File: config.mk
export PLATFORM = sky130hd
export DESIGN_NAME = fifo_queue_with_match_delete
export DESIGN_NICKNAME = d
export VERILOG_FILES = /design/src/sv/fmq_pkg.sv /design/src/sv/fmq_cell.sv /design/src/sv/fifo_queue_with_match_delete.sv
export SDC_FILE = /design/constraint.sdc
export NUM_CORES = 1
export LEC_CHECK = 0
export BUFFER_PORTS_ARGS = -buffer_cell sky130_fd_sc_hd__buf_2
export CAP_MARGIN = 20
export CORE_MARGIN = 2
export CORE_UTILIZATION = 55
export CTS_BUF_LIST = sky130_fd_sc_hd__clkbuf_4
export CTS_CLUSTER_DIAMETER = 100
export DETAILED_ROUTE_END_ITERATION = 10
export PLACE_DENSITY = 0.71
export SETUP_SLACK_MARGIN = 0.2
export SYNTH_ARGS = -nofsm -noshare
export SYNTH_HDL_FRONTEND = slang
export SYNTH_HIERARCHICAL = 1
export SYNTH_SLANG_ARGS = --single-unit
File: constraint.sdc
create_clock -name clock -period 11.5 [get_ports clock]
set_input_delay 1.15 -clock clock [delete_from_list [all_inputs] [get_ports clock]]
set_output_delay 1.15 -clock clock [all_outputs]
set_load 0.01 [all_outputs]
File: src/sv/fmq_pkg.sv
`default_nettype none

package fmq_pkg;

   localparam int DEPTH     = 16;
   localparam int WORD_BITS = 32;
   localparam int CNT_BITS  = $clog2(DEPTH + 1);

   localparam logic signed [31:0] MATCH_RESET = 32'sd10;

   typedef logic [WORD_BITS-1:0] word_type;
   typedef logic [CNT_BITS-1:0]  count_type;

   typedef enum logic [1:0] {
      MODE_PUSH   = 2'd0,
      MODE_POP    = 2'd1,
      MODE_REMOVE = 2'd2
   } mode_type;

   typedef enum logic [1:0] {
      STATUS_DONE    = 2'd0,
      STATUS_EMPTY   = 2'd1,
      STATUS_FULL    = 2'd2,
      STATUS_NOMATCH = 2'd3
   } status_type;

   typedef struct packed {
      logic     push;
      logic     pop;
      logic     remove;
      word_type push_word;
      word_type key;
   } cell_ctrl_type;

   function automatic word_type to_word(input logic [31:0] v);
      logic [63:0] wide;
      wide = {{32{v[31]}}, v};
      return wide[WORD_BITS-1:0];
   endfunction

   function automatic logic [31:0] to_out(input word_type w);
      logic [63:0] wide;
      wide = 64'(w);
      return wide[31:0];
   endfunction

   localparam logic [31:0] EMPTY_POP = to_out({WORD_BITS{1'b1}});
   localparam logic [4:0]  FULL_OCC  = 5'(DEPTH);

endpackage

`default_nettype wire

File: src/sv/fmq_cell.sv
`default_nettype none

module fmq_cell (
   input  wire logic                  clock,
   input  wire fmq_pkg::cell_ctrl_type ctrl,
   input  wire logic                  tail_sel,
   input  wire logic                  live,
   input  wire logic                  found_in,
   input  wire fmq_pkg::word_type     next_data,
   output      logic                  found_out,
   output      fmq_pkg::word_type     data
);
   import fmq_pkg::*;

   word_type data_ff;
   word_type data_in;
   logic     shift;

   assign found_out = found_in | (live && (data_ff == ctrl.key));
   assign shift     = ctrl.pop | (ctrl.remove & found_out);
   assign data      = data_ff;

   always_comb begin
      priority if (ctrl.push && tail_sel) begin
         data_in = ctrl.push_word;
      end else if (shift) begin
         data_in = next_data;
      end else begin
         data_in = data_ff;
      end
   end

   always_ff @(posedge clock) begin
      data_ff <= data_in;
   end

endmodule

`default_nettype wire

File: src/sv/fifo_queue_with_match_delete.sv
// An accepted request's response is registered and shown in the cycle after acceptance.
// Throughput: one item per cycle; every cell compares and shifts in parallel,
// with the match flag rippling head to tail along the row of cells.
// A response that waits holds off the next request until it is taken.
// Reset (synchronous, active high) empties the queue, drops any pending
// response and sets the match value to 10; cell contents are not cleared.
`default_nettype none

module fifo_queue_with_match_delete (
   input  wire logic        clock,
   input  wire logic        reset,
   input  wire logic        req_valid,
   output      logic        req_ready,
   input  wire logic [1:0]  req_mode,
   input  wire logic signed [31:0] req_push_value,
   output      logic        rsp_valid,
   input  wire logic        rsp_ready,
   output      logic signed [31:0] rsp_pop_value,
   output      logic [1:0]  rsp_status,
   output      logic [4:0]  rsp_occupancy,
   input  wire logic        csr_write_enable,
   input  wire logic signed [31:0] csr_write_data
);
   import fmq_pkg::*;

   logic signed [31:0] match_ff;
   count_type          count_ff;
   count_type          count_in;
   logic               rsp_valid_ff;
   logic [31:0]        pop_ff;
   logic [31:0]        pop_in;
   status_type         status_ff;
   status_type         status_in;
   logic               accept;
   logic               full;
   logic               empty;
   cell_ctrl_type      ctrl;
   word_type           data [DEPTH];
   logic [DEPTH:0]     found;

   assign req_ready     = !rsp_valid_ff || rsp_ready;
   assign accept        = req_valid && req_ready;
   assign full          = (count_ff == CNT_BITS'(DEPTH));
   assign empty         = (count_ff == '0);
   assign rsp_valid     = rsp_valid_ff;
   assign rsp_pop_value = pop_ff;
   assign rsp_status    = status_ff;
   assign rsp_occupancy = count_ff[4:0];

   always_comb begin
      ctrl.push      = accept && (req_mode == MODE_PUSH);
      ctrl.pop       = accept && (req_mode == MODE_POP) && !empty;
      ctrl.remove    = accept && (req_mode == MODE_REMOVE);
      ctrl.push_word = to_word(req_push_value);
      ctrl.key       = to_word(match_ff);
   end

   assign found[0] = 1'b0;

   for (genvar i = 0; i < DEPTH; i++) begin : g_cell
      word_type nxt;
      if (i == DEPTH - 1) begin : g_last
         assign nxt = data[i];
      end else begin : g_mid
         assign nxt = data[i+1];
      end
      fmq_cell u_cell (
         .clock     (clock),
         .ctrl      (ctrl),
         .tail_sel  (count_ff == CNT_BITS'(i)),
         .live      (CNT_BITS'(i) < count_ff),
         .found_in  (found[i]),
         .next_data (nxt),
         .found_out (found[i+1]),
         .data      (data[i])
      );
   end

   always_comb begin
      count_in  = count_ff;
      pop_in    = '0;
      status_in = STATUS_DONE;
      unique case (req_mode)
         MODE_PUSH: begin
            if (full) begin
               status_in = STATUS_FULL;
            end else begin
               count_in = count_ff + CNT_BITS'(1);
            end
         end
         MODE_POP: begin
            if (empty) begin
               pop_in    = EMPTY_POP;
               status_in = STATUS_EMPTY;
            end else begin
               pop_in   = to_out(data[0]);
               count_in = count_ff - CNT_BITS'(1);
            end
         end
         MODE_REMOVE: begin
            if (found[DEPTH]) begin
               count_in = count_ff - CNT_BITS'(1);
            end else begin
               status_in = STATUS_NOMATCH;
            end
         end
         default: begin
         end
      endcase
   end

   always_ff @(posedge clock) begin
      if (reset) begin
         match_ff     <= MATCH_RESET;
         count_ff     <= '0;
         rsp_valid_ff <= 1'b0;
      end else begin
         if (csr_write_enable) begin
            match_ff <= csr_write_data;
         end
         if (accept) begin
            count_ff     <= count_in;
            rsp_valid_ff <= 1'b1;
         end else if (rsp_ready) begin
            rsp_valid_ff <= 1'b0;
         end
      end
   end

   always_ff @(posedge clock) begin
      if (accept) begin
         pop_ff    <= pop_in;
         status_ff <= status_in;
      end
   end

endmodule

`default_nettype wire

==> results.txt, run 1 <==
----------------------------------------------------
[Yosys]
  Share of synthesized area spent on multiplexers ... between 10% and 20%
  Synth top area share ... 52.9%
  Yosys top cell by area ... edfxtp_1
  Number of cells produced by synthesis ... 2,243
  Most frequent cell after synthesis ... edfxtp_1
  Largest family of logic cells by synthesized area ... multiplexers
  Post-synthesis sequential element count ... a little under 600
  Post-synthesis cell area ... between 30,000 and 40,000 µm²
  Synthesized-area fraction occupied by ao, oa, aoi and oai cells ... under 10%
  Sequential-to-total area share from yosys stat ... a little under three fifths
  Avg Synthesized Cell Area ... 13.8 µm²
  Count of flip-flops with a built-in enable after synthesis ... ~550
  Proportion of register bits with asynchronous set or reset after synthesis ... 0%
  Largest cells by area after synthesis ... edfxtp_1 (53%), mux2_2 (19%), xnor2_1 (10%)
  Unique masters post-synth ... 46
  Primary flip-flop cell chosen by synthesis mapping ... edfxtp_1
  Most numerous cell types in the synthesized netlist ... edfxtp_1 (546), mux2_2 (513), xnor2_1 (353), nand4_1 (96), nand2_1 (92)
  Post-synthesis share of cell area spent on full adders, half adders and majority gates ... 0.363%
  Simple-gate area share of the yosys netlist ... under 10%
  Syn. warnings ... 6
  Xor/xnor cell area share of the yosys netlist ... approximately an eighth

[Clocking]
  Level count of the clock H-tree ... 4
  Number of buffers created by CTS ... approximately 160
  Buffer levels on the longest clock path ... 3
  Clock-pin transition on the worst setup and hold timing paths ... approximately 0.07 ns
  Root Driver ... clkbuf_4
  CTS tree ... built
  Clk Latency, worst-skew pair ... around 1.0 ns
  Total of cells resized after clock tree synthesis ... 0
  Total clock sinks ... between 500 and 600
  Setup repair bufs after CTS ... 0
  Quantity of hold-fixing buffers added after cts ... 0

[Min path]
  Worst Hold Class ... in -> reg
  Hold Crit Depth ... 2
  Hold Path Origin ... csr_write_data[1]

[STA]
  Slew of the pin with the lowest slew margin ... 1.14 ns
  Min setup slack post-route ... between 5 and 6 ns
  Sum of negative setup slack ... 0 ns
  Final period util ... around half
  Remaining max-slew budget at the tightest pin ... 23.9%
  Setup repair after global routing missed its margin ... false
  Upper clock frequency limit ... 0.173 GHz
  Max-slew violation count ... 0
  Final setup violating endpoints ... 0
  Post-Route Skew ... around 0.068 ns
  Post-layout minimum cycle time ... 5.78 ns
  Hold violation count in the final report ... 0

[Global route]
  Initial antenna violation count ... 6
  Pin count of the biggest net entering global routing ... 39
  Number of global-route vias before repair ... roughly 21,000
  Overall fraction of global-route tracks in use ... between 20 and 30%
  First-pass GRT wire length ... roughly 120 mm
  Overflow after GRT ... 0

[Finish]
  Relative area change from synthesis to final layout ... 11.9%
  Number of filler cells placed in the layout ... between 4,000 and 5,000
  # nets final ... roughly 2,600
  Ratio of cells with drive above 1 in the final layout ... 36.8%
  Final std cell area, no fill ... approximately 35,000 µm²
  Multi-input combinational cell area ... between 10,000 and 15,000 µm²
  Filler-free cell count of the finished design ... 3,370
  Area occupied by registers ... about 17,000 µm²

[Critical path]
  Critical path origin ... rsp_occupancy[1]$_SDFFE_PP0P_
  CP Max Fanout ... 17
  Signal arrival time at the worst endpoint ... around 6.7 ns
  Sort of element at the end of the critical path ... register
  Longest individual stage delay on the worst path ... roughly 0.8 ns
  Depth of the most critical reg-to-reg path ... 25
  Worst path most repeated cell ... nand2b_1
  CP Class ... reg -> reg
  Startpoint kind of the worst setup timing path ... register
  Startpoint of the most critical register-to-register path ... rsp_occupancy[1]$_SDFFE_PP0P_
  Data required time at the worst endpoint ... roughly 12 ns
  Max stage delay cell, worst path ... dfxtp_1

[Power]
  Switching pwr ... ~0.0013 W
  Pwr Density ... around 140 nW/µm²
  Power Internal ... between 0.003 and 0.004 W
  Flop pwr share ... ~52%
  Clock power frac ... a little under two fifths
  Total power ... 0.00496 W
  Portion of total power attributed to combinational logic ... 10.5%
  Worst IR drop on VDD ... 0.0992 mV
  Share of total power consumed by net switching ... between 20% and 30%
  Static Leakage ... roughly 12 nW

[Floorplanning]
  Die span in y ... between 200 and 250 µm
  Ports placed on the boundary ... around 110
  Horizontal die dimension ... between 200 and 250 µm
  Starting Density ... a little under three fifths
  Die area ... a little under 60,000 µm²
  Core Area ... 56,100 µm²
  Row count ... 87

[Drt]
  DR iter-0 viols ... between 1,500 and 2,000
  Routed via count ... between 15,000 and 20,000
  Via count normalized by instance count ... approximately 5.9
  First-pass detailed-route iteration total ... 7
  Routed len/inst ... ~24 µm
  Routed Antenna Nets ... 0
  Total detailed-routing wirelength ... 82.2 mm
  Final routed DRC violation total ... 0

[Placed design]
  Final HPWL DP ... between 50 and 60 mm
  Setup slack after placement ... approximately 6.0 ns
  # placed instances ... 3,080
  Number of input and output port buffers inserted ... between 100 and 150
  Routability congestion estimate from global placement ... 0.927
  Placed cell areas ... 32,600 µm²

[Run]
  Max_cap viols ... 0

[Status]
  Status ... complete, no violations

----------------------------------------------------
worst max-delay path, delay by kind of cell, from the launching register on:
| kind | cells | cell delay [ns] |
|---|---|---|
| AOI/OAI and AO/OA | 2 | 0.34 |
| adders and majority gates | 1 | 0.24 |
| buffers and inverters | 1 | 0.20 |
| DFF | 1 | 0.78 |
| and+or+nand+nor | 21 | 4.13 |
state kept, by name, summed over array words and instances, names as in the netlist:
signal,cells
g_cell.u_cell/data,512
match_ff,32
rsp_pop_value,32
rsp_occupancy,5
rsp_status,2
rsp_valid,1
metal layers:
metal / vias to the layer above / share of wire [%] / track usage [%]
met2: 822 / 47 / 45.7
met3: 152 / 8.5 / 9.12
li1: 9013 / - / -
met1: 9918 / 41 / 36.1
met4: 8 / 3.0 / 11.9
met5: - / 0.049 / 0
cell families (layout without fill, tap and decap cells):
kind of cell / after synthesis / after routing
buffers and inverters: 156 / 524
xor gates and xnor gates: 433 / 433
and+or+nand+nor: 395 / 395
other: 1 / 4
muxes: 544 / 544
DFF: 584 / 584
AOI/OAI and AO/OA: 121 / 121
adders and majority gates: 9 / 9
final timing paths:
kind,slack (ns),end
worst max-delay path,5.72,rsp_occupancy[3]$_SDFFE_PP0P_
worst min-delay path,0.38,match_ff[1]$_SDFFE_PP1P_
worst max register to register,5.72,rsp_occupancy[3]$_SDFFE_PP0P_
worst min register to register,0.52,rsp_pop_value[22]$_SDFFCE_PP0P_
power by group through the flow:
stage          Sequential [W]  Clock (W)  Combinational (W)
2_1_floorplan         0.00259          0           0.000329
6_report              0.00257    0.00187           0.000519
5_1_grt               0.00258    0.00202           0.000560
4_1_cts               0.00257    0.00191           0.000506
3_5_place_dp          0.00262          0           0.000503
3_3_place_gp          0.00261          0           0.000491
final cells by class:
cell class | count | share of cell area, %
Antenna cell | 2 | 0.0144
Clock buffer | 247 | 5.34
Clock inverter | 37 | 0.522
Inverter | 87 | 0.940
Multi-Input combinational cell | 1504 | 38.4
Sequential cell | 584 | 49.4
Tap cell | 756 | 2.72
Timing Repair Buffer | 153 | 2.70
metrics by stage:
stage	util, %	hold slack, ns
global route	61.9	0.304
CTS	61.8	0.266
floorplan	-	0.521
detailed placement	58.1	0.545
global placement	58.1	0.540
finish	61.9	0.376
cell usage in the layout (no fill, tap or decap), types with 4 or more instances in the layout:
master / instances
edfxtp_1: 546
mux2_2: 513
xnor2_1: 353
clkbuf_4: 247
buf_2: 111
nand4_1: 96
nand2_1: 92
inv_1: 87
xor2_1: 80
nand2b_1: 54
nor2_1: 42
buf_4: 38
dfxtp_1: 38
nor4_1: 33
o221ai_1: 32
a22o_1: 32
mux2i_1: 30
a21oi_1: 25
clkinv_1: 25
nand3_1: 21
nor3_1: 18
nor4_2: 16
o211ai_4: 12
ha_1: 9
and2_1: 8
inv_2: 7
o21ai_0: 5
o211ai_2: 4
No activity file was read; power rests on OpenSTA's default activity.
==> inputs of run 2 (changes only) <==
==> constraint.sdc (replaced) <==
create_clock -name clock -period 5.9 [get_ports clock]
set_input_delay 0.59 -clock clock [delete_from_list [all_inputs] [get_ports clock]]
set_output_delay 0.59 -clock clock [all_outputs]
set_load 0.01 [all_outputs]
==> results.txt, run 2 (synthesis gave the netlist of run 1 again) <==
----------------------------------------------------
[STA]
  Min setup slack post-route ... 0.523 ns
  Max-slew violation count ... 0
  Slew of the pin with the lowest slew margin ... around 1.1 ns
  Remaining max-slew budget at the tightest pin ... a little over a quarter
  Upper clock frequency limit ... approximately 0.19 GHz
  Hold violation count in the final report ... 0
  Sum of negative setup slack ... 0 ns
  Final setup violating endpoints ... 0
  Final period util ... between 90% and 100%
  Worst slack on hold paths ... roughly 0.2 ns
  Post-layout minimum cycle time ... about 5.4 ns
  Setup repair after global routing missed its margin ... false
  Post-Route Skew ... about 0.05 ns

[Global route]
  Pin count of the biggest net entering global routing ... 39
  Overflow after GRT ... 0
  First-pass GRT wire length ... roughly 110 mm
  Overall fraction of global-route tracks in use ... a little under a quarter
  Initial antenna violation count ... 2
  Number of global-route vias before repair ... 19,900

[Clocking]
  Total clock sinks ... just under 600
  Clock-pin transition on the worst setup and hold timing paths ... around 0.070 ns
  Clk Latency, worst-skew pair ... between 0.9 and 1 ns
  CTS tree ... built
  Buffer levels on the longest clock path ... 3
  Level count of the clock H-tree ... 4
  Root Driver ... clkbuf_4
  Number of buffers created by CTS ... roughly 160
  Setup repair bufs after CTS ... 0

[Finish]
  Ratio of cells with drive above 1 in the final layout ... about 37%
  Relative area change from synthesis to final layout ... 13.9%
  Max FFs per register ... approximately 510
  Finished Core Util ... around 63%
  Number of filler cells placed in the layout ... 4,230
  Most common cell after layout, fill and taps aside ... edfxtp_1
  # nets final ... around 2,600
  Most used cells in the layout excluding fill and tap cells ... edfxtp_1 (546), mux2_2 (513), xnor2_1 (353), clkbuf_4 (246), buf_2 (111)

[Power]
  Power Internal ... about 0.0074 W
  Clock power frac ... between 30% and 40%
  Pwr Density ... between 200 and 300 nW/µm²
  Share of total power consumed by net switching ... around a quarter
  Total power ... 0.00973 W
  Portion of total power attributed to combinational logic ... 11.1%
  Switching pwr ... roughly 0.0024 W
  Static Leakage ... around 12 nW
  Flop pwr share ... 50.4%
  Worst IR drop on VDD ... 0.170 mV

[Drt]
  Routed via count ... 19,000
  First-pass detailed-route iteration total ... 5
  Total detailed-routing wirelength ... between 60 and 70 mm
  Final routed DRC violation total ... 0
  Routed len/inst ... approximately 20 µm
  Via count normalized by instance count ... ~5.6
  Routed Antenna Nets ... 0
  DR iter-0 viols ... around 1,100

[Run]
  Max_cap viols ... 0

[Critical path]
  Signal arrival time at the worst endpoint ... around 6.2 ns
  Startpoint kind of the worst setup timing path ... register
  Data required time at the worst endpoint ... roughly 6.8 ns
  Sort of element at the end of the critical path ... register
  CP Class ... reg -> reg
  CP Max Fanout ... 12

[Placed design]
  Number of input and output port buffers inserted ... 111
  Setup slack after placement ... around 0.61 ns
  Final HPWL DP ... slightly below 50 mm
  Routability congestion estimate from global placement ... about 0.81

[Floorplanning]
  Core Area ... between 50,000 and 60,000 µm²
  Horizontal die dimension ... about 240 µm
  Ports placed on the boundary ... 112
  Die span in y ... approximately 240 µm
  Starting Density ... about 55%
  Row count ... 87
  Die area ... approximately 58,000 µm²

[Status]
  Status ... complete, no violations

[Min path]
  Worst Hold Class ... in -> reg

----------------------------------------------------
[run 2: repair_timing]
action / in CTS / in global routing
gates resized for setup: 0 / 1
endpoints found under the hold margin: 33 / 0
endpoints found under the setup margin: 0 / 3
hold buffers: 34 / 0
[run 2: critical path, cell delays in order, from the launching register on]
cell	delay, ns
dfxtp_1	0.58
nor2_1	0.15
o21ai_0	0.36
nand3_1	0.13
nor4_1	0.42
nand4_1	0.23
nand2b_1	0.16
nand2b_1	0.16
nand2b_1	0.14
nand2b_1	0.13
nand2b_1	0.15
nand2b_1	0.15
nand2b_1	0.15
nand2b_1	0.13
nand2b_1	0.14
nand2b_1	0.14
nand2b_1	0.15
nand2b_1	0.14
nand2b_1	0.13
nand2b_1	0.12
nand2b_1	0.23
nand2b_1	0.25
nand4b_1	0.25
or4_1	0.53
a21oi_1	0.17
[run 2: final timing paths]
kind / cells after the start / end / startpoint / slack, ns
setup reg to reg: 24 / rsp_occupancy[4]$_SDFFE_PP0P_ / rsp_occupancy[0]$_SDFFE_PP0P_ / 0.52
hold / removal: 3 / rsp_status[0]$_DFFE_PP_ / req_mode[1] / 0.20
setup / recovery: 24 / rsp_occupancy[4]$_SDFFE_PP0P_ / rsp_occupancy[0]$_SDFFE_PP0P_ / 0.52
hold reg to reg: 2 / match_ff[23]$_SDFFE_PP0P_ / match_ff[23]$_SDFFE_PP0P_ / 0.51
[run 2: layout make-up]
class	instances	area [µm²]	share of cell area, %
Sequential cell	584	17200	48.6
Multi-Input combinational cell	1504	13300	37.7
Tap cell	756	946	2.68
Inverter	87	327	0.924
Clock buffer	246	1850	5.23
Timing Repair Buffer	212	1510	4.26
Clock inverter	25	233	0.659
Antenna cell	1	2.50	0.00708
[run 2: per-layer routing]
| layer | up-vias | track usage [%] | wire length (µm) |
|---|---|---|---|
| met1 | 9350 | 30.7 | 30100 |
| met2 | 442 | 39.6 | 33200 |
| met3 | 111 | 5.44 | 3040 |
| met4 | 0 | 8.74 | 1610 |
| met5 | - | 0 | 0 |
| li1 | 9111 | - | - |
[run 2: power by group through the flow]
stage	registers, W	clock network (W)	logic [W]
4_1_cts	0.00491	0.00386	0.00107
3_5_place_dp	0.00500	0	0.00104
2_1_floorplan	0.00504	0	0.000642
6_report	0.00491	0.00374	0.00108
3_3_place_gp	0.00499	0	0.00102
5_1_grt	0.00493	0.00407	0.00118
[run 2: metrics by stage]
step                instance area, µm²  cells
floorplan                        31000   2244
global placement                 32800   3103
detailed placement               32800   3103
CTS                              35200   3408
global route                     35300   3415
finish                           35300   3415
==> inputs of run 3 (changes only) <==
--- a/config.mk
+++ b/config.mk
@@ -5,6 +5,7 @@
 export SDC_FILE = /design/constraint.sdc
 export NUM_CORES = 1
 export LEC_CHECK = 0
+export ABC_AREA = 1
 export BUFFER_PORTS_ARGS = -buffer_cell sky130_fd_sc_hd__buf_2
 export CAP_MARGIN = 20
 export CORE_MARGIN = 2
==> results.txt, run 3 <==
----------------------------------------------------
[Placed design]
  Setup slack after placement ... 1.55 ns
  Routability congestion estimate from global placement ... 0.868
  Number of input and output port buffers inserted ... 111
  Final HPWL DP ... slightly above 60 mm

[Finish]
  Relative area change from synthesis to final layout ... 12.2%
  Area occupied by registers ... ~17,000 µm²
  Number of filler cells placed in the layout ... roughly 5,400
  Most common cell after layout, fill and taps aside ... nand2_1
  Most used cells in the layout excluding fill and tap cells ... nand2_1 (2,442), inv_1 (621), edfxtp_1 (546), nor2_1 (377), clkbuf_4 (254)
  Multi-input combinational cell area ... between 10,000 and 15,000 µm²
  # nets final ... about 5,100
  Ratio of cells with drive above 1 in the final layout ... 11.8%
  Max FFs per register ... around 500

[STA]
  Min setup slack post-route ... 1.43 ns
  Worst slack on hold paths ... ~0.14 ns
  Final period util ... between 70% and 80%
  Setup repair after global routing missed its margin ... false
  Max-slew violation count ... 0
  Post-Route Skew ... between 0.07 and 0.08 ns
  Remaining max-slew budget at the tightest pin ... between 20 and 30%
  Hold violation count in the final report ... 0
  Post-layout minimum cycle time ... around 4.5 ns
  Upper clock frequency limit ... 0.224 GHz
  Final setup violating endpoints ... 0
  Slew of the pin with the lowest slew margin ... between 1 and 1.5 ns
  Sum of negative setup slack ... 0 ns

[Drt]
  Routed len/inst ... ~13 µm
  Routed via count ... 28,700
  Via count normalized by instance count ... 4.80
  Final routed DRC violation total ... 0
  DR iter-0 viols ... approximately 1,900
  Routed Antenna Nets ... 0
  First-pass detailed-route iteration total ... 6
  Total detailed-routing wirelength ... around 80 mm

[Floorplanning]
  Die span in y ... between 200 and 300 µm
  Starting Density ... between 50% and 60%
  Row count ... about 90
  Ports placed on the boundary ... 112
  Die area ... 64,800 µm²
  Core Area ... between 60,000 and 70,000 µm²
  Horizontal die dimension ... between 200 and 300 µm

[Clocking]
  Root Driver ... clkbuf_4
  Level count of the clock H-tree ... 4
  Total clock sinks ... slightly below 600
  Clock-pin transition on the worst setup and hold timing paths ... 0.07 ns
  Total of cells resized after clock tree synthesis ... 0
  Clk Latency, worst-skew pair ... 1.01 ns
  CTS tree ... built
  Number of buffers created by CTS ... 159
  Buffer levels on the longest clock path ... 3

[Power]
  Static Leakage ... between 15 and 20 nW
  Clock power frac ... 37.8%
  Share of total power consumed by net switching ... approximately a quarter
  Pwr Density ... 256 nW/µm²
  Portion of total power attributed to combinational logic ... 12.5%
  Switching pwr ... 0.00262 W
  Total power ... approximately 0.0099 W
  Worst IR drop on VDD ... ~0.18 mV
  Flop pwr share ... between 40 and 50%
  Power Internal ... between 0.007 and 0.008 W

[Global route]
  Overall fraction of global-route tracks in use ... between 20 and 30%
  Overflow after GRT ... 0
  Pin count of the biggest net entering global routing ... 38
  Initial antenna violation count ... 2
  Number of global-route vias before repair ... ~27,000
  First-pass GRT wire length ... 131 mm

[Run]
  Max_cap viols ... 0

[Critical path]
  CP Max Fanout ... 13
  CP Class ... reg -> reg
  Signal arrival time at the worst endpoint ... 5.34 ns
  Startpoint kind of the worst setup timing path ... register
  Worst path most repeated cell ... inv_1
  Max stage delay cell, worst path ... dfxtp_1
  Longest individual stage delay on the worst path ... between 0.7 and 0.8 ns
  Data required time at the worst endpoint ... a little under 7 ns
  Sort of element at the end of the critical path ... register

[Yosys]
  Unique masters post-synth ... 33
  Avg Synthesized Cell Area ... 7.29 µm²
  Count of flip-flops with a built-in enable after synthesis ... approximately 550
  Post-synthesis cell area ... approximately 35,000 µm²
  Number of cells produced by synthesis ... 4,742
  Largest cells by area after synthesis ... edfxtp_1 (47%), nand2_1 (27%), inv_1 (6.7%)
  Yosys top cell by area ... edfxtp_1
  Net count after synthesis ... roughly 4,800
  Synth top area share ... between 40% and 50%
  Primary flip-flop cell chosen by synthesis mapping ... edfxtp_1
  Most frequent cell after synthesis ... nand2_1
  Proportion of register bits with asynchronous set or reset after synthesis ... 0%
  Post-synthesis sequential element count ... slightly below 600
  Syn. warnings ... 6
  Sequential-to-total area share from yosys stat ... around half
  Most numerous cell types in the synthesized netlist ... nand2_1 (2,442), inv_1 (621), edfxtp_1 (546), nor2_1 (379), nand3_1 (122)

[Status]
  Status ... complete, no violations

[Min path]
  Worst Hold Class ... in -> reg

----------------------------------------------------
-- run 3: cell families after synthesis --
kind of cell	count (synthesis)	synth area share (%)
adders and majority gates	9	0.326
and+or+nand+nor	3183	36.8
xor gates and xnor gates	145	3.68
AOI/OAI and AO/OA	78	1.25
other	1	0.0109
DFF	584	49.7
buffers and inverters	742	8.30
-- run 3: repair_timing --
item / 4_1_cts / 5_1_grt
endpoints found under the hold margin: 48 / 0
buffers inserted: 0 / 0
hold buffers: 41 / 0
-- run 3: path summary, 6_finish.rpt --
check,start,end,slack [ns],cells after the start
hold reg to reg,g_cell[7].u_cell/data[13]$_DFFE_PP_,g_cell[6].u_cell/data[13]$_DFFE_PP_,0.51,2
setup / recovery,rsp_occupancy[4]$_SDFFE_PP0P_,rsp_occupancy[0]$_SDFFE_PP0P_,1.43,47
hold / removal,req_push_value[25],g_cell[0].u_cell/data[25]$_DFFE_PP_,0.14,3
setup reg to reg,rsp_occupancy[4]$_SDFFE_PP0P_,rsp_occupancy[0]$_SDFFE_PP0P_,1.43,47
-- run 3: cell type report --
| type | count | area share, % |
|---|---|---|
| Multi-Input combinational cell | 3416 | 37.5 |
| Tap cell | 837 | 2.70 |
| Clock buffer | 254 | 4.92 |
| Inverter | 627 | 6.07 |
| Antenna cell | 3 | 0.0194 |
| Clock inverter | 24 | 0.458 |
| Timing Repair Buffer | 230 | 4.11 |
| Sequential cell | 584 | 44.3 |
-- run 3: power groups by stage --
stage                     Combinational, W  Clock (W)  Sequential, W
after global placement             0.00117          0        0.00501
after detailed placement           0.00120          0        0.00501
after CTS                          0.00123    0.00386        0.00493
after floorplan                   0.000756          0        0.00506
after global routing               0.00141    0.00405        0.00495
final                              0.00123    0.00375        0.00492
-- run 3: critical path, delay by kind of cell, from the launching register on --
| family | cells | cell delay, ns |
|---|---|---|
| simple gates | 27 | 2.32 |
| buf+inv | 18 | 1.08 |
| flops | 1 | 0.71 |
| compound gates | 2 | 0.24 |
-- run 3: per-stage QoR --
| stage | utilization (%) | instances | area (µm²) |
|---|---|---|---|
| after floorplan | - | 4742 | 34500 |
| after global placement | 58.5 | 5651 | 36200 |
| after detailed placement | 58.5 | 5652 | 36200 |
| after CTS | 62.5 | 5971 | 38700 |
| after global routing | 62.6 | 5974 | 38800 |
| final | 62.6 | 5975 | 38800 |
-- run 3: per-layer routing --
metal	wire (µm)	vias up	global-route usage [%]
met5	0	-	0
met4	2980	0	12.3
met3	4000	200	4.28
met2	38700	715	44.0
met1	34100	12700	30.6
li1	-	15100	-
